===== src/rtl/swsa_pkg.sv =====
// ----------------------------------------------------------------------------
// swsa_pkg: shared types and constants for the windowed sensor statistics block
// Channel and colour codes, register indexes, the alarm priority encoder and
// the result record passed back from the mean divider.
// ----------------------------------------------------------------------------
package swsa_pkg;

  // sample channels
  localparam int NUM_CHAN = 7;
  localparam int CHAN_W   = 3;
  localparam int VAL_W    = 15;
  localparam int COL_W    = 2;
  localparam int CFG_W    = 15;
  localparam int CFG_IDX_W = 3;

  localparam logic [CHAN_W-1:0] CH_TEMP  = 3'd0;
  localparam logic [CHAN_W-1:0] CH_HUM   = 3'd1;
  localparam logic [CHAN_W-1:0] CH_LIGHT = 3'd2;
  localparam logic [CHAN_W-1:0] CH_SOIL  = 3'd3;
  localparam logic [CHAN_W-1:0] CH_X     = 3'd4;
  localparam logic [CHAN_W-1:0] CH_Y     = 3'd5;
  localparam logic [CHAN_W-1:0] CH_Z     = 3'd6;

  // accumulator reset values
  localparam logic signed [VAL_W-1:0] VAL_MAX = 15'sh3fff;
  localparam logic signed [VAL_W-1:0] VAL_MIN = 15'sh4000;

  // colour codes
  localparam logic [COL_W-1:0] COL_UNKNOWN = 2'd0;
  localparam logic [COL_W-1:0] COL_RED     = 2'd1;
  localparam logic [COL_W-1:0] COL_GREEN   = 2'd2;
  localparam logic [COL_W-1:0] COL_BLUE    = 2'd3;

  // result kinds
  localparam logic KIND_ALARM = 1'b0;
  localparam logic KIND_STATS = 1'b1;

  // configuration register indexes
  localparam logic [CFG_IDX_W-1:0] REG_TEMP_LO  = 3'd0;
  localparam logic [CFG_IDX_W-1:0] REG_TEMP_HI  = 3'd1;
  localparam logic [CFG_IDX_W-1:0] REG_HUM_LO   = 3'd2;
  localparam logic [CFG_IDX_W-1:0] REG_HUM_HI   = 3'd3;
  localparam logic [CFG_IDX_W-1:0] REG_LIGHT_LO = 3'd4;
  localparam logic [CFG_IDX_W-1:0] REG_LIGHT_HI = 3'd5;
  localparam logic [CFG_IDX_W-1:0] REG_SOIL_LO  = 3'd6;
  localparam logic [CFG_IDX_W-1:0] REG_SOIL_HI  = 3'd7;

  // limit reset values
  localparam logic signed [14:0] TEMP_LO_RST  = 15'sd1500;
  localparam logic signed [14:0] TEMP_HI_RST  = 15'sd3000;
  localparam logic [13:0]        HUM_LO_RST   = 14'd3000;
  localparam logic [13:0]        HUM_HI_RST   = 14'd7000;
  localparam logic [9:0]         LIGHT_LO_RST = 10'd100;
  localparam logic [9:0]         LIGHT_HI_RST = 10'd800;
  localparam logic [9:0]         SOIL_LO_RST  = 10'd200;
  localparam logic [9:0]         SOIL_HI_RST  = 10'd800;

  typedef struct packed {
    logic red;
    logic green;
    logic blue;
  } rgb_t;

  // one finished mean from the divide pipeline
  typedef struct packed {
    logic              vld;
    logic [CHAN_W-1:0] chan;
    logic [VAL_W-1:0]  mean;
  } mean_res_t;

  // highest-priority failed check picks the alarm colour
  function automatic rgb_t alarm_rgb(input logic [NUM_CHAN-1:0] oor,
                                     input logic [COL_W-1:0] colour);
    rgb_t c;
    c = '0;
    priority if (oor[CH_TEMP]) begin
      c.red = 1'b1;
    end else if (oor[CH_HUM]) begin
      c.blue = 1'b1;
    end else if (oor[CH_LIGHT]) begin
      c.green = 1'b1;
    end else if (oor[CH_SOIL]) begin
      c.red   = 1'b1;
      c.green = 1'b1;
    end else if (oor[CH_X] || oor[CH_Y] || oor[CH_Z]) begin
      c.green = 1'b1;
      c.blue  = 1'b1;
    end else if (colour != COL_GREEN) begin
      c.red  = 1'b1;
      c.blue = 1'b1;
    end else begin
      // all checks pass, leds off
      c = '0;
    end
    return c;
  endfunction

endpackage


===== src/rtl/swsa_lane.sv =====
// ----------------------------------------------------------------------------
// swsa_lane: one channel of the statistics datapath
// Range check against a low and high limit, and running sum, min and max of
// the channel over the current window.
// ----------------------------------------------------------------------------
module swsa_lane
  import swsa_pkg::*;
#(
  parameter int SUM_W = 22
) (
  input  logic                    clk,
  input  logic                    rst_n,
  input  logic                    upd,
  input  logic                    clr,
  input  logic signed [VAL_W-1:0] value,
  input  logic signed [VAL_W-1:0] lim_lo,
  input  logic signed [VAL_W-1:0] lim_hi,
  output logic                    oor,
  output logic signed [SUM_W-1:0] sum_nxt,
  output logic signed [VAL_W-1:0] min_nxt,
  output logic signed [VAL_W-1:0] max_nxt
);

  logic signed [SUM_W-1:0] sum_r;
  logic signed [VAL_W-1:0] min_r;
  logic signed [VAL_W-1:0] max_r;

  // range check
  assign oor = (value < lim_lo) || (value > lim_hi);

  // values including the current sample
  assign sum_nxt = sum_r + SUM_W'(value);
  assign min_nxt = (value < min_r) ? value : min_r;
  assign max_nxt = (value > max_r) ? value : max_r;

  // window accumulators, cleared when the window closes
  always_ff @(posedge clk) begin
    if (!rst_n) begin
      sum_r <= '0;
      min_r <= VAL_MAX;
      max_r <= VAL_MIN;
    end else if (upd) begin
      if (clr) begin
        sum_r <= '0;
        min_r <= VAL_MAX;
        max_r <= VAL_MIN;
      end else begin
        sum_r <= sum_nxt;
        min_r <= min_nxt;
        max_r <= max_nxt;
      end
    end
  end

endmodule


===== src/rtl/swsa_mean_div.sv =====
// ----------------------------------------------------------------------------
// swsa_mean_div: window sum divided by the window length
// Four-stage pipeline: magnitude, reciprocal multiply, back-multiply for the
// remainder, then a one-step correction and the sign. Truncates toward zero.
// ----------------------------------------------------------------------------
module swsa_mean_div
  import swsa_pkg::*;
#(
  parameter int WINDOW_LEN = 120
) (
  input  logic                                             clk,
  input  logic                                             rst_n,
  input  logic                                             iss_vld,
  input  logic [CHAN_W-1:0]                                iss_chan,
  input  logic signed [VAL_W+$clog2(WINDOW_LEN+1)-1:0]     iss_sum,
  output mean_res_t                                        res
);

  localparam int SUM_W  = VAL_W + $clog2(WINDOW_LEN + 1);
  localparam longint unsigned RECIP = (64'd1 << SUM_W) / WINDOW_LEN;
  localparam int M_W    = $clog2(RECIP + 1);
  localparam int PROD_W = SUM_W + M_W;

  // stage 1: magnitude and sign
  logic                vld1_r, vld2_r, vld3_r;
  logic [CHAN_W-1:0]   chan1_r, chan2_r, chan3_r;
  logic                neg1_r, neg2_r, neg3_r;
  logic [SUM_W-1:0]    mag1_r, mag2_r;
  logic [PROD_W-1:0]   prod;
  logic [VAL_W-1:0]    q0_2_r, q0_3_r;
  logic [SUM_W-1:0]    rem_nxt, rem3_r;
  logic [VAL_W-1:0]    quo;
  logic                res_vld_r;
  logic [CHAN_W-1:0]   res_chan_r;
  logic [VAL_W-1:0]    res_mean_r;

  // quotient estimate, low by at most one
  assign prod    = PROD_W'(mag1_r) * PROD_W'(RECIP);
  assign rem_nxt = mag2_r - SUM_W'(q0_2_r) * SUM_W'(WINDOW_LEN);
  assign quo     = (rem3_r >= SUM_W'(WINDOW_LEN)) ? q0_3_r + VAL_W'(1) : q0_3_r;

  // valid tokens
  always_ff @(posedge clk) begin
    if (!rst_n) begin
      vld1_r    <= 1'b0;
      vld2_r    <= 1'b0;
      vld3_r    <= 1'b0;
      res_vld_r <= 1'b0;
    end else begin
      vld1_r    <= iss_vld;
      vld2_r    <= vld1_r;
      vld3_r    <= vld2_r;
      res_vld_r <= vld3_r;
    end
  end

  // datapath
  always_ff @(posedge clk) begin
    chan1_r    <= iss_chan;
    neg1_r     <= iss_sum[SUM_W-1];
    mag1_r     <= iss_sum[SUM_W-1] ? SUM_W'(-iss_sum) : SUM_W'(iss_sum);
    chan2_r    <= chan1_r;
    neg2_r     <= neg1_r;
    mag2_r     <= mag1_r;
    q0_2_r     <= prod[SUM_W +: VAL_W];
    chan3_r    <= chan2_r;
    neg3_r     <= neg2_r;
    q0_3_r     <= q0_2_r;
    rem3_r     <= rem_nxt;
    res_chan_r <= chan3_r;
    res_mean_r <= neg3_r ? VAL_W'(-quo) : quo;
  end

  assign res = '{vld: res_vld_r, chan: res_chan_r, mean: res_mean_r};

endmodule


===== src/rtl/swsa_merge.sv =====
// ----------------------------------------------------------------------------
// swsa_merge: window bookkeeping and result sequencer
// Counts samples and colours, latches the lane results when the window closes,
// feeds the sums to the divider and sends the alarm and statistics results.
// ----------------------------------------------------------------------------
module swsa_merge
  import swsa_pkg::*;
#(
  parameter int WINDOW_LEN = 120
) (
  input  logic                                          clk,
  input  logic                                          rst_n,
  // sample side
  input  logic                                          in_valid,
  output logic                                          in_stall,
  input  logic [COL_W-1:0]                              colour,
  output logic                                          sample_fire,
  output logic                                          win_full,
  // lanes
  input  logic [NUM_CHAN-1:0]                           oor,
  input  logic signed [VAL_W+$clog2(WINDOW_LEN+1)-1:0]  sum_nxt [NUM_CHAN],
  input  logic signed [VAL_W-1:0]                       min_nxt [NUM_CHAN],
  input  logic signed [VAL_W-1:0]                       max_nxt [NUM_CHAN],
  // divider
  output logic                                          iss_vld,
  output logic [CHAN_W-1:0]                             iss_chan,
  output logic signed [VAL_W+$clog2(WINDOW_LEN+1)-1:0]  iss_sum,
  input  mean_res_t                                     div_res,
  // result side
  output logic                                          out_valid,
  input  logic                                          out_stall,
  output logic                                          out_result_kind,
  output logic                                          out_led_red,
  output logic                                          out_led_green,
  output logic                                          out_led_blue,
  output logic [CHAN_W-1:0]                             out_channel,
  output logic signed [VAL_W-1:0]                       out_window_mean,
  output logic signed [VAL_W-1:0]                       out_window_min,
  output logic signed [VAL_W-1:0]                       out_window_max,
  output logic [COL_W-1:0]                              out_majority_colour,
  output logic                                          out_is_last
);

  localparam int CNT_W = $clog2(WINDOW_LEN + 1);
  localparam int SUM_W = VAL_W + CNT_W;
  localparam logic [CHAN_W-1:0] LAST_CHAN = CHAN_W'(NUM_CHAN - 1);
  localparam logic [CHAN_W-1:0] LAST_EMIT = CHAN_W'(NUM_CHAN);

  // window counters
  logic [CNT_W-1:0] cnt_r, red_r, green_r, blue_r;
  logic [CNT_W-1:0] red_nxt, green_nxt, blue_nxt;
  logic [COL_W-1:0] maj;

  // job state
  logic              busy_r, stats_r;
  logic [CHAN_W-1:0] emit_idx_r;
  logic              iss_act_r;
  logic [CHAN_W-1:0] iss_cnt_r;
  logic [NUM_CHAN-1:0] mean_vld_r;
  rgb_t              alarm_r;
  logic [COL_W-1:0]  maj_r;
  logic signed [SUM_W-1:0] sum_snap_r [NUM_CHAN];
  logic signed [VAL_W-1:0] min_snap_r [NUM_CHAN];
  logic signed [VAL_W-1:0] max_snap_r [NUM_CHAN];
  logic [VAL_W-1:0]        mean_r [NUM_CHAN];

  // output register
  logic              out_valid_r;
  logic              kind_r, red_o_r, green_o_r, blue_o_r, last_o_r;
  logic [CHAN_W-1:0] chan_o_r;
  logic signed [VAL_W-1:0] mean_o_r, min_o_r, max_o_r;
  logic [COL_W-1:0]  maj_o_r;

  // sequencer controls
  logic              out_free, item_rdy, load, last_item, job_done;
  logic [CHAN_W-1:0] chan_sel;

  assign win_full = (cnt_r == CNT_W'(WINDOW_LEN - 1));

  assign chan_sel  = (emit_idx_r == '0) ? '0 : emit_idx_r - CHAN_W'(1);
  assign out_free  = !out_valid_r || !out_stall;
  assign item_rdy  = busy_r && ((emit_idx_r == '0) || mean_vld_r[chan_sel]);
  assign load      = out_free && item_rdy;
  assign last_item = ((emit_idx_r == '0) && !stats_r) || (emit_idx_r == LAST_EMIT);
  assign job_done  = load && last_item;

  // a new sample can enter in the cycle its predecessor's last result is loaded
  assign in_stall    = busy_r && !job_done;
  assign sample_fire = in_valid && !in_stall;

  // colour tallies including the current sample
  assign red_nxt   = red_r   + CNT_W'(colour == COL_RED);
  assign green_nxt = green_r + CNT_W'(colour == COL_GREEN);
  assign blue_nxt  = blue_r  + CNT_W'(colour == COL_BLUE);

  // majority colour, ties to red then green
  always_comb begin
    priority if ((red_nxt == '0) && (green_nxt == '0) && (blue_nxt == '0)) begin
      maj = COL_UNKNOWN;
    end else if ((red_nxt >= green_nxt) && (red_nxt >= blue_nxt)) begin
      maj = COL_RED;
    end else if (green_nxt >= blue_nxt) begin
      maj = COL_GREEN;
    end else begin
      maj = COL_BLUE;
    end
  end

  // divider feed
  assign iss_vld  = iss_act_r;
  assign iss_chan = iss_cnt_r;
  assign iss_sum  = sum_snap_r[iss_cnt_r];

  // control state
  always_ff @(posedge clk) begin
    if (!rst_n) begin
      cnt_r       <= '0;
      red_r       <= '0;
      green_r     <= '0;
      blue_r      <= '0;
      busy_r      <= 1'b0;
      stats_r     <= 1'b0;
      emit_idx_r  <= '0;
      iss_act_r   <= 1'b0;
      iss_cnt_r   <= '0;
      mean_vld_r  <= '0;
      out_valid_r <= 1'b0;
    end else begin
      if (sample_fire) begin
        cnt_r   <= win_full ? '0 : cnt_r + CNT_W'(1);
        red_r   <= win_full ? '0 : red_nxt;
        green_r <= win_full ? '0 : green_nxt;
        blue_r  <= win_full ? '0 : blue_nxt;
        // start a new job
        busy_r     <= 1'b1;
        stats_r    <= win_full;
        emit_idx_r <= '0;
        iss_act_r  <= win_full;
        iss_cnt_r  <= '0;
        mean_vld_r <= '0;
      end else begin
        if (load) begin
          emit_idx_r <= emit_idx_r + CHAN_W'(1);
          if (last_item) begin
            busy_r <= 1'b0;
          end
        end
        if (iss_act_r) begin
          iss_cnt_r <= iss_cnt_r + CHAN_W'(1);
          if (iss_cnt_r == LAST_CHAN) begin
            iss_act_r <= 1'b0;
          end
        end
        if (div_res.vld) begin
          mean_vld_r[div_res.chan] <= 1'b1;
        end
      end
      if (load) begin
        out_valid_r <= 1'b1;
      end else if (!out_stall) begin
        out_valid_r <= 1'b0;
      end
    end
  end

  // job payload
  always_ff @(posedge clk) begin
    if (sample_fire) begin
      alarm_r <= alarm_rgb(oor, colour);
      maj_r   <= maj;
      if (win_full) begin
        for (int i = 0; i < NUM_CHAN; i++) begin
          sum_snap_r[i] <= sum_nxt[i];
          min_snap_r[i] <= min_nxt[i];
          max_snap_r[i] <= max_nxt[i];
        end
      end
    end
    if (div_res.vld) begin
      mean_r[div_res.chan] <= div_res.mean;
    end
  end

  // result payload
  always_ff @(posedge clk) begin
    if (load) begin
      last_o_r <= last_item;
      if (emit_idx_r == '0) begin
        kind_r    <= KIND_ALARM;
        red_o_r   <= alarm_r.red;
        green_o_r <= alarm_r.green;
        blue_o_r  <= alarm_r.blue;
        chan_o_r  <= '0;
        mean_o_r  <= '0;
        min_o_r   <= '0;
        max_o_r   <= '0;
        maj_o_r   <= COL_UNKNOWN;
      end else begin
        kind_r    <= KIND_STATS;
        red_o_r   <= 1'b0;
        green_o_r <= 1'b0;
        blue_o_r  <= 1'b0;
        chan_o_r  <= chan_sel;
        mean_o_r  <= $signed(mean_r[chan_sel]);
        min_o_r   <= min_snap_r[chan_sel];
        max_o_r   <= max_snap_r[chan_sel];
        maj_o_r   <= maj_r;
      end
    end
  end

  assign out_valid           = out_valid_r;
  assign out_result_kind     = kind_r;
  assign out_led_red         = red_o_r;
  assign out_led_green       = green_o_r;
  assign out_led_blue        = blue_o_r;
  assign out_channel         = chan_o_r;
  assign out_window_mean     = mean_o_r;
  assign out_window_min      = min_o_r;
  assign out_window_max      = max_o_r;
  assign out_majority_colour = maj_o_r;
  assign out_is_last         = last_o_r;

endmodule


===== src/rtl/sensor_window_stats_alarm.sv =====
// ----------------------------------------------------------------------------
// sensor_window_stats_alarm: windowed sensor statistics with a priority alarm
// Seven channel lanes check limits and accumulate sum, min and max; a merge
// stage counts colours, feeds the sums to the divider and sends the results in order.
// ----------------------------------------------------------------------------
// Every sample yields one alarm result; the sample that closes a window of
// WINDOW_LEN samples also yields seven statistics results, one per channel,
// with is_last on the last result of each sample. A sample that does not
// close the window needs only its alarm result loaded, so samples can be
// accepted every cycle while the result side keeps up. A window-closing
// sample stalls the input while its window sums go one per cycle through a
// shared four-stage reciprocal divide pipeline and the eight results leave
// through one output register at one per cycle while the output is not
// stalled; output stalls lengthen the input stall. The next sample is
// accepted in the cycle the final result of the previous one is loaded.
// The user must write limits through the cfg port only while no sample is
// in flight; the block itself does not enforce this.
module sensor_window_stats_alarm
  import swsa_pkg::*;
#(
  parameter int WINDOW_LEN  = 120,
  parameter int ACCEL_LIMIT = 200
) (
  input  logic                 clk,
  input  logic                 rst_n,
  // configuration
  input  logic                 cfg_we,
  input  logic [CFG_IDX_W-1:0] cfg_index,
  input  logic [CFG_W-1:0]     cfg_wdata,
  // sample channel
  input  logic                 in_valid,
  output logic                 in_stall,
  input  logic signed [14:0]   in_temperature,
  input  logic [13:0]          in_humidity,
  input  logic [9:0]           in_light_level,
  input  logic [9:0]           in_soil_moisture,
  input  logic signed [11:0]   in_accel_x,
  input  logic signed [11:0]   in_accel_y,
  input  logic signed [11:0]   in_accel_z,
  input  logic [1:0]           in_colour_code,
  // result channel
  output logic                 out_valid,
  input  logic                 out_stall,
  output logic                 out_result_kind,
  output logic                 out_led_red,
  output logic                 out_led_green,
  output logic                 out_led_blue,
  output logic [2:0]           out_channel,
  output logic signed [14:0]   out_window_mean,
  output logic signed [14:0]   out_window_min,
  output logic signed [14:0]   out_window_max,
  output logic [1:0]           out_majority_colour,
  output logic                 out_is_last
);

  localparam int SUM_W = VAL_W + $clog2(WINDOW_LEN + 1);
  localparam logic signed [VAL_W-1:0] ACC_HI = VAL_W'(ACCEL_LIMIT);
  localparam logic signed [VAL_W-1:0] ACC_LO = -ACC_HI;

  // limit registers
  logic signed [14:0] temp_lo_r, temp_hi_r;
  logic [13:0]        hum_lo_r, hum_hi_r;
  logic [9:0]         light_lo_r, light_hi_r;
  logic [9:0]         soil_lo_r, soil_hi_r;

  // lane wiring
  logic signed [VAL_W-1:0] lane_val [NUM_CHAN];
  logic signed [VAL_W-1:0] lane_lo  [NUM_CHAN];
  logic signed [VAL_W-1:0] lane_hi  [NUM_CHAN];
  logic signed [SUM_W-1:0] sum_nxt  [NUM_CHAN];
  logic signed [VAL_W-1:0] min_nxt  [NUM_CHAN];
  logic signed [VAL_W-1:0] max_nxt  [NUM_CHAN];
  logic [NUM_CHAN-1:0]     oor;
  logic                    sample_fire, win_full;

  // divider wiring
  logic                    iss_vld;
  logic [CHAN_W-1:0]       iss_chan;
  logic signed [SUM_W-1:0] iss_sum;
  mean_res_t               div_res;

  // configuration writes
  always_ff @(posedge clk) begin
    if (!rst_n) begin
      temp_lo_r  <= TEMP_LO_RST;
      temp_hi_r  <= TEMP_HI_RST;
      hum_lo_r   <= HUM_LO_RST;
      hum_hi_r   <= HUM_HI_RST;
      light_lo_r <= LIGHT_LO_RST;
      light_hi_r <= LIGHT_HI_RST;
      soil_lo_r  <= SOIL_LO_RST;
      soil_hi_r  <= SOIL_HI_RST;
    end else if (cfg_we) begin
      unique case (cfg_index)
        REG_TEMP_LO:  temp_lo_r  <= $signed(cfg_wdata);
        REG_TEMP_HI:  temp_hi_r  <= $signed(cfg_wdata);
        REG_HUM_LO:   hum_lo_r   <= cfg_wdata[13:0];
        REG_HUM_HI:   hum_hi_r   <= cfg_wdata[13:0];
        REG_LIGHT_LO: light_lo_r <= cfg_wdata[9:0];
        REG_LIGHT_HI: light_hi_r <= cfg_wdata[9:0];
        REG_SOIL_LO:  soil_lo_r  <= cfg_wdata[9:0];
        REG_SOIL_HI:  soil_hi_r  <= cfg_wdata[9:0];
      endcase
    end
  end

  // common 15-bit signed view of each channel and its limits
  always_comb begin
    lane_val[CH_TEMP]  = in_temperature;
    lane_val[CH_HUM]   = $signed(VAL_W'(in_humidity));
    lane_val[CH_LIGHT] = $signed(VAL_W'(in_light_level));
    lane_val[CH_SOIL]  = $signed(VAL_W'(in_soil_moisture));
    lane_val[CH_X]     = VAL_W'(in_accel_x);
    lane_val[CH_Y]     = VAL_W'(in_accel_y);
    lane_val[CH_Z]     = VAL_W'(in_accel_z);

    lane_lo[CH_TEMP]  = temp_lo_r;
    lane_hi[CH_TEMP]  = temp_hi_r;
    lane_lo[CH_HUM]   = $signed(VAL_W'(hum_lo_r));
    lane_hi[CH_HUM]   = $signed(VAL_W'(hum_hi_r));
    lane_lo[CH_LIGHT] = $signed(VAL_W'(light_lo_r));
    lane_hi[CH_LIGHT] = $signed(VAL_W'(light_hi_r));
    lane_lo[CH_SOIL]  = $signed(VAL_W'(soil_lo_r));
    lane_hi[CH_SOIL]  = $signed(VAL_W'(soil_hi_r));
    lane_lo[CH_X]     = ACC_LO;
    lane_hi[CH_X]     = ACC_HI;
    lane_lo[CH_Y]     = ACC_LO;
    lane_hi[CH_Y]     = ACC_HI;
    lane_lo[CH_Z]     = ACC_LO;
    lane_hi[CH_Z]     = ACC_HI;
  end

  // channel lanes
  for (genvar i = 0; i < NUM_CHAN; i++) begin : g_lane
    swsa_lane #(
      .SUM_W (SUM_W)
    ) u_lane (
      .clk     (clk),
      .rst_n   (rst_n),
      .upd     (sample_fire),
      .clr     (win_full),
      .value   (lane_val[i]),
      .lim_lo  (lane_lo[i]),
      .lim_hi  (lane_hi[i]),
      .oor     (oor[i]),
      .sum_nxt (sum_nxt[i]),
      .min_nxt (min_nxt[i]),
      .max_nxt (max_nxt[i])
    );
  end

  // shared mean divider
  swsa_mean_div #(
    .WINDOW_LEN (WINDOW_LEN)
  ) u_div (
    .clk      (clk),
    .rst_n    (rst_n),
    .iss_vld  (iss_vld),
    .iss_chan (iss_chan),
    .iss_sum  (iss_sum),
    .res      (div_res)
  );

  // merge and result sequencing
  swsa_merge #(
    .WINDOW_LEN (WINDOW_LEN)
  ) u_merge (
    .clk                 (clk),
    .rst_n               (rst_n),
    .in_valid            (in_valid),
    .in_stall            (in_stall),
    .colour              (in_colour_code),
    .sample_fire         (sample_fire),
    .win_full            (win_full),
    .oor                 (oor),
    .sum_nxt             (sum_nxt),
    .min_nxt             (min_nxt),
    .max_nxt             (max_nxt),
    .iss_vld             (iss_vld),
    .iss_chan            (iss_chan),
    .iss_sum             (iss_sum),
    .div_res             (div_res),
    .out_valid           (out_valid),
    .out_stall           (out_stall),
    .out_result_kind     (out_result_kind),
    .out_led_red         (out_led_red),
    .out_led_green       (out_led_green),
    .out_led_blue        (out_led_blue),
    .out_channel         (out_channel),
    .out_window_mean     (out_window_mean),
    .out_window_min      (out_window_min),
    .out_window_max      (out_window_max),
    .out_majority_colour (out_majority_colour),
    .out_is_last         (out_is_last)
  );

endmodule


===== config.mk =====
export PLATFORM = sky130hd
export DESIGN_NAME = sensor_window_stats_alarm
export DESIGN_NICKNAME = d
export VERILOG_FILES = /design/src/rtl/swsa_pkg.sv /design/src/rtl/swsa_lane.sv /design/src/rtl/swsa_mean_div.sv /design/src/rtl/swsa_merge.sv /design/src/rtl/sensor_window_stats_alarm.sv
export SDC_FILE = /design/constraint.sdc
export NUM_CORES = 2
export LEC_CHECK = 0
export CORE_ASPECT_RATIO = 0.5
export CORE_MARGIN = 1.5
export CORE_UTILIZATION = 40
export DETAILED_ROUTE_END_ITERATION = 10
export DONT_BUFFER_PORTS = 1
export HOLD_SLACK_MARGIN = 0.15
export PLACE_DENSITY = 0.53
export SKIP_LAST_GASP = 1
export SLEW_MARGIN = 15
export SYNTH_ARGS = -nofsm -noshare
export SYNTH_HDL_FRONTEND = slang
export SYNTH_SLANG_ARGS = --single-unit

===== constraint.sdc =====
create_clock -name clk -period 35.7 [get_ports clk]
set_input_delay 3.57 -clock clk [delete_from_list [all_inputs] [get_ports clk]]
set_output_delay 3.57 -clock clk [all_outputs]
set_load 0.01 [all_outputs]

# After elaboration in Yosys (flattened, before gate mapping)
# Memories as Yosys holds them, arrays and structs flattened. A register that Yosys moved wholly into a read port is not among the register bits.
# Cells that the tools add are included.
[totals] mem_count=4 in_bits=110 ram_bits=469 regBits=652 wordCells=267 out_inout_bits=57
[op_classes] eq_ne=15 n_addsub=18 n_reduce_logical=46 mul=2 n_mux=75 bitwise=2 n_lt_le_gt_ge=35
[mem_list] memory="u_merge.sum_snap_r" words=7 word_bits=22 read_ports=1 rd_ports_with_merged_regs=1 wr=7 line="swsa_merge.sv:62" rtl="logic signed [SUM_W-1:0] sum_snap_r [NUM_CHAN];"
[mem_list] memory="u_merge.max_snap_r" words=7 word_bits=15 read_ports=1 rd_ports_with_merged_regs=1 wr=7 line="swsa_merge.sv:64" rtl="logic signed [VAL_W-1:0] max_snap_r [NUM_CHAN];"
[mem_list] memory="u_merge.mean_r" words=7 word_bits=15 read_ports=1 rd_ports_with_merged_regs=1 wr=1 line="swsa_merge.sv:65" rtl="logic [VAL_W-1:0] mean_r [NUM_CHAN];"
[mem_list] memory="u_merge.min_snap_r" words=7 word_bits=15 read_ports=1 rd_ports_with_merged_regs=1 wr=7 line="swsa_merge.sv:63" rtl="logic signed [VAL_W-1:0] min_snap_r [NUM_CHAN];"
[ops] operator="2-to-1 mux 15 bit" count=30
[ops] operator="2-to-1 mux 22 bit" count=7
[ops] operator="adder 22 x 12 -> 22 bit" count=3
[ops] operator="greater-than comparator 12 x 15 -> 1 bit" count=3
[ops] operator="greater-than comparator 15 bit" count=3
[ops] operator="less-than comparator 12 x 15 -> 1 bit" count=3
[ops] operator="less-than comparator 15 bit" count=3
[ops] operator="adder 22 x 11 -> 22 bit" count=2
[ops] operator="adder 22 x 15 -> 22 bit" count=2
[ops] operator="greater-than comparator 12 x 9 -> 1 bit, second input constant" count=3
[ops] operator="less-than comparator 12 x 9 -> 1 bit, second input constant" count=3
[ops] operator="multiplier 22 x 13 -> 34 bit, second input constant" count=1
[ops] operator="greater-than comparator 11 x 15 -> 1 bit" count=2
[ops] operator="less-than comparator 11 x 15 -> 1 bit" count=2
[ops] operator="2-to-1 mux 7 bit" count=4
[ops] operator="2-to-1 mux 1 bit" count=25
[ops] operator="greater-or-equal comparator 22 x 7 -> 1 bit, second input constant" count=1
[ops] operator="negation 22 bit" count=1
[ops] operator="subtractor 22 bit" count=1
[ops] operator="adder 7 x 1 -> 7 bit" count=3
[ops] operator="greater-or-equal comparator 7 bit" count=3
[ops] operator="zero test 7 bit" count=3
[ops] operator="2-to-1 mux 21 bit" count=1
[ops] operator="greater-than comparator 10 bit" count=2
[ops] operator="other kinds (32)" count=82

# Logic depth before layout (Yosys ltp)
[depth] word_depth=14 mapped_depth=22 depth_no_buf=22

# Modules after synthesis
# From an unflattened synthesis, not the netlist that was laid out.
[hier_totals] hier_cells=6759 hier_area_um2=68853.5
[modules_own_cells] mod="swsa_merge" seq_area_each_um2=16846.2 area_per_inst_um2=22710.5 cells_per_inst=1476 instances=1
[modules_own_cells] mod="swsa_lane at g_lane[1].u_lane ..." seq_area_each_um2=1041.0 area_per_inst_um2=4664.5 cells_per_inst=532 instances=4
[modules_own_cells] mod="swsa_lane at g_lane[0].u_lane ..." seq_area_each_um2=1041.0 area_per_inst_um2=5013.6 cells_per_inst=635 instances=3
[modules_own_cells] mod="swsa_mean_div" seq_area_each_um2=2482.4 area_per_inst_um2=8640.8 cells_per_inst=887 instances=1
[modules_own_cells] mod="sensor_window_stats_alarm" seq_area_each_um2=1961.9 area_per_inst_um2=3803.6 cells_per_inst=363 instances=1

# Worst setup path after synthesis
# Ideal clock, no wire load.
[synth_path] path_kind="input -> register" from="input port out_stall" to="memory u_merge.max_snap_r[0][0] (enable)" stages=5 n_path_buf=1 required_ns=34.596 setup_ns=1.104 arrival_time_ns=19.297 setup_slack_ns=15.299 path_cell_list="nand2_1 a31oi_2 nand2b_1 buf_4 nor2_1"
[synth_rtl] item="from (decl)" line="sensor_window_stats_alarm.sv:43" rtl="input logic out_stall,"
[synth_rtl] item="to (decl)" line="swsa_merge.sv:64"

# Worst setup path after layout
[layout_path] from="input port out_stall" to="output port in_stall"
[layout_via] elab_chain_len=6
[layout_rtl] item="zero test 1 bit" line="swsa_merge.sv:81" rtl="assign out_free = !out_valid_r || !out_stall;"
[layout_rtl] item="logical OR 1 bit" line="swsa_merge.sv:81"
[layout_rtl] item="logical AND 1 bit" line="swsa_merge.sv:83" rtl="assign load = out_free && item_rdy;"
[layout_rtl] item="logical AND 1 bit" line="swsa_merge.sv:85" rtl="assign job_done = load && last_item;"
[layout_rtl] item="zero test 1 bit" line="swsa_merge.sv:88" rtl="assign in_stall = busy_r && !job_done;"
[layout_rtl] item="logical AND 1 bit" line="swsa_merge.sv:88"
[layout_rtl] item="to (decl)" line="sensor_window_stats_alarm.sv:32" rtl="output logic in_stall,"
# No other way between the ends.

==> run metrics <==
status finished, final reports clean; first-pass GRT wire length 266 mm; Max stage delay on crit path 0.32 ns; clock-pin slew on the worst setup and hold paths 0.06 ns; vias in the first global route 41801; Reg power frac 46.2%; Synth Register Bits 1163; hpwl dp 129 mm; YS warnings 0; worst path arrival time 3.95 ns; setup TNS 0 ns; Worst setup EP type output pin; Setup violations, final 0; post-cts gate resize count 0; gr usage total 22.8%; worst r2r src u_merge.emit_idx_r[0]; Max-slew headroom 21.5%; synth cell count leaders 634 x dfxtp_1, 611 x nand2_1, 561 x ha_1; period utilisation layout 21.1%; Sequential Area 28600 sq um; largest net degree at the start of global routing 155; Hold Crit Start u_div.chan2_r[2]; die extent in x 554 microns; critical path depth 2; total number of vias 43605; Psw 0.877 mW; Root Driver clkbuf_16; VDD IR max 0.0469 mV; cell row count 100; Clk pwr share 38.7%; fin nets 6475; top cells by area, synth edfxtp_1 26%, dfxtp_1 21%, ha_1 12%; Vias/cell 5.57; post-synth top area cell edfxtp_1; WP buf/inv 0; Final ANT Viol Nets 0; power density over the cells 48.9 nW/um^2; sequential area share after synthesis 47.1%; mapped cell area 60700 sq um; starting density of the core 40.5%; fillers 13972; layout cells sized above 1 7.62%; Max Fanout on Critical Path 3; Initial DRC Count 3773; CTS Sinks 1163; CP cell instances nand2_1, a31oi_2; flop2flop setup slack 28.76 ns; synthesized instance count 5820; Register-to-Register Path Depth 15; P&R area growth vs syn 9.53%; Comb power frac 15.2%; Placer Congestion 0.898; Die Area 154000 sq um; Core Box Area 150000 sq um; Critical Path Sink in_stall; CTS tree yes; cell with the most instances after synthesis dfxtp_1; routed len/inst 22.8 microns; H-tree levels 3; I/O Buffers 0; cts bufs inserted 110; global route overflow 0; Top Ports 167; drt pass-1 iters 6; r2r endpoint u_merge.max_snap_r[1][12]; final critical-path required period 7.52 ns; Post-synth ARST share 0%; Cell Int Power 2.37 mW; max-slew violations 0; wirelength, routed 179 mm; slew at the pin closest to its max-slew limit 1.17 ns; DP Cell Count 7623; hold violation total from the final report 0; top_reg_cell synth dfxtp_1; Max Cap Viol 0; Critical-path top delay cell a31oi_2; clk_skew 0.0510 ns; Worst Hold Class reg -> reg; RSZ-0062 raised after global routing no; CTS Hold Bufs 0; Post-CTS Setup Inserts 0; critical path's top delay family compound AO/OA/AOI/OAI gates; Avg Cell Area, Syn 10.4 sq um; Final Non-Filler Cells 7832; worst skew pair latency 0.74 ns; P_leak 27.0 nW; clk buf depth 3; die height 278 microns; DRC 0; critical path startpoint category input pin; Post-synth EDFFs 529; WS Path Type in -> out; top cell type's share of synthesized area 26.2%; synth unique cells 95; Critical Path Start out_stall; area of the multi-input gates 29400 sq um; number of antenna violations at the first check in global routing 15; Sw Share 27.0%; Max Clk Rate 133 MHz; required time worst endpoint 32.13 ns
-- worst min-delay path by stage --
stage	to	slack (ns)	depth (start not counted)
floorplan	u_div.chan2_r[0]	0.31	0
global placement	u_div.res_chan_r[2]	0.31	0
detailed placement	u_div.chan3_r[0]	0.31	0
CTS	u_div.chan3_r[2]	0.33	0
global route	u_div.chan3_r[2]	0.33	0
finish	u_div.chan3_r[2]	0.33	0
-- placed cells by master (no fill, tap or decap), types with 117 or more instances in the layout --
master / netlist / layout
dfxtp_1: 634 / 631
nand2_1: 611 / 608
ha_1: 561 / 561
edfxtp_1: 529 / 529
inv_1: 481 / 481
o21ai_0: 359 / 359
nor2_1: 323 / 322
a21oi_1: 226 / 223
a22o_1: 199 / 199
xnor2_1: 157 / 157
a21o_1: 133 / 133
mux2_2: 117 / 117
-- cell type report --
class | instances | share of cell area (%)
diodes | 2 | 0.00753
clock buffers | 147 | 4.63
clock inverters | 60 | 1.13
inverters | 488 | 2.76
multi-input cells | 3938 | 44.2
flip-flops and latches | 1163 | 43.0
well taps | 1989 | 3.74
repair buffers | 45 | 0.527
-- sequential cells by signal, summed over array words and instances, names as in the netlist, 19 cells and up, named ones only --
name	cells
u_merge.sum_snap_r	154
g_lane.u_lane.max_r	105
u_div.mag2_r	19
u_merge.min_snap_r	105
g_lane.u_lane.sum_r	154
u_merge.mean_r	105
u_merge.max_snap_r	105
u_div.mag1_r	22
u_div.rem3_r	19
g_lane.u_lane.min_r	105
-- kinds of logic after synthesis --
logic type      after synthesis  synth area share [%]
compound gates             1430                  15.9
xor+xnor                    250                  3.61
fa+ha+maj                   619                  13.5
buf+inv                     721                  4.68
flops                      1163                  47.1
mux                         213                  4.61
other cells                   1               0.00618
simple gates               1423                  10.6
-- per-layer routing --
metal,part of all wire [%],global-route usage (%),wire length [microns],vias up
li1,-,-,-,20696
met1,48,33.9,85300,21350
met2,42,33.9,74800,1354
met3,7.8,4.04,13900,205
met4,2.7,6.19,4860,0
met5,0,0,0,-
-- metrics by stage --
stage	hold slack (ns)	total power [mW]	instance area [sq um]	setup slack [ns]	utilization, %
6_report	0.328	3.25	66500	28.18	44.4
5_1_grt	0.332	3.39	66400	28.02	44.4
4_1_cts	0.328	3.27	66400	28.18	44.4
3_5_place_dp	0.312	2.01	62600	27.92	41.8
3_3_place_gp	0.310	2.00	62600	28.06	41.8
2_1_floorplan	0.310	1.89	60700	15.30	-
-- power by group through the flow --
stage / Sequential [mW] / Clock [mW] / Combinational [mW]
2_1_floorplan: 1.52 / 0 / 0.370
5_1_grt: 1.50 / 1.33 / 0.549
3_3_place_gp: 1.53 / 0 / 0.470
3_5_place_dp: 1.53 / 0 / 0.484
6_report: 1.50 / 1.26 / 0.493
4_1_cts: 1.50 / 1.28 / 0.488
No activity file was read; power rests on OpenSTA's default activity.
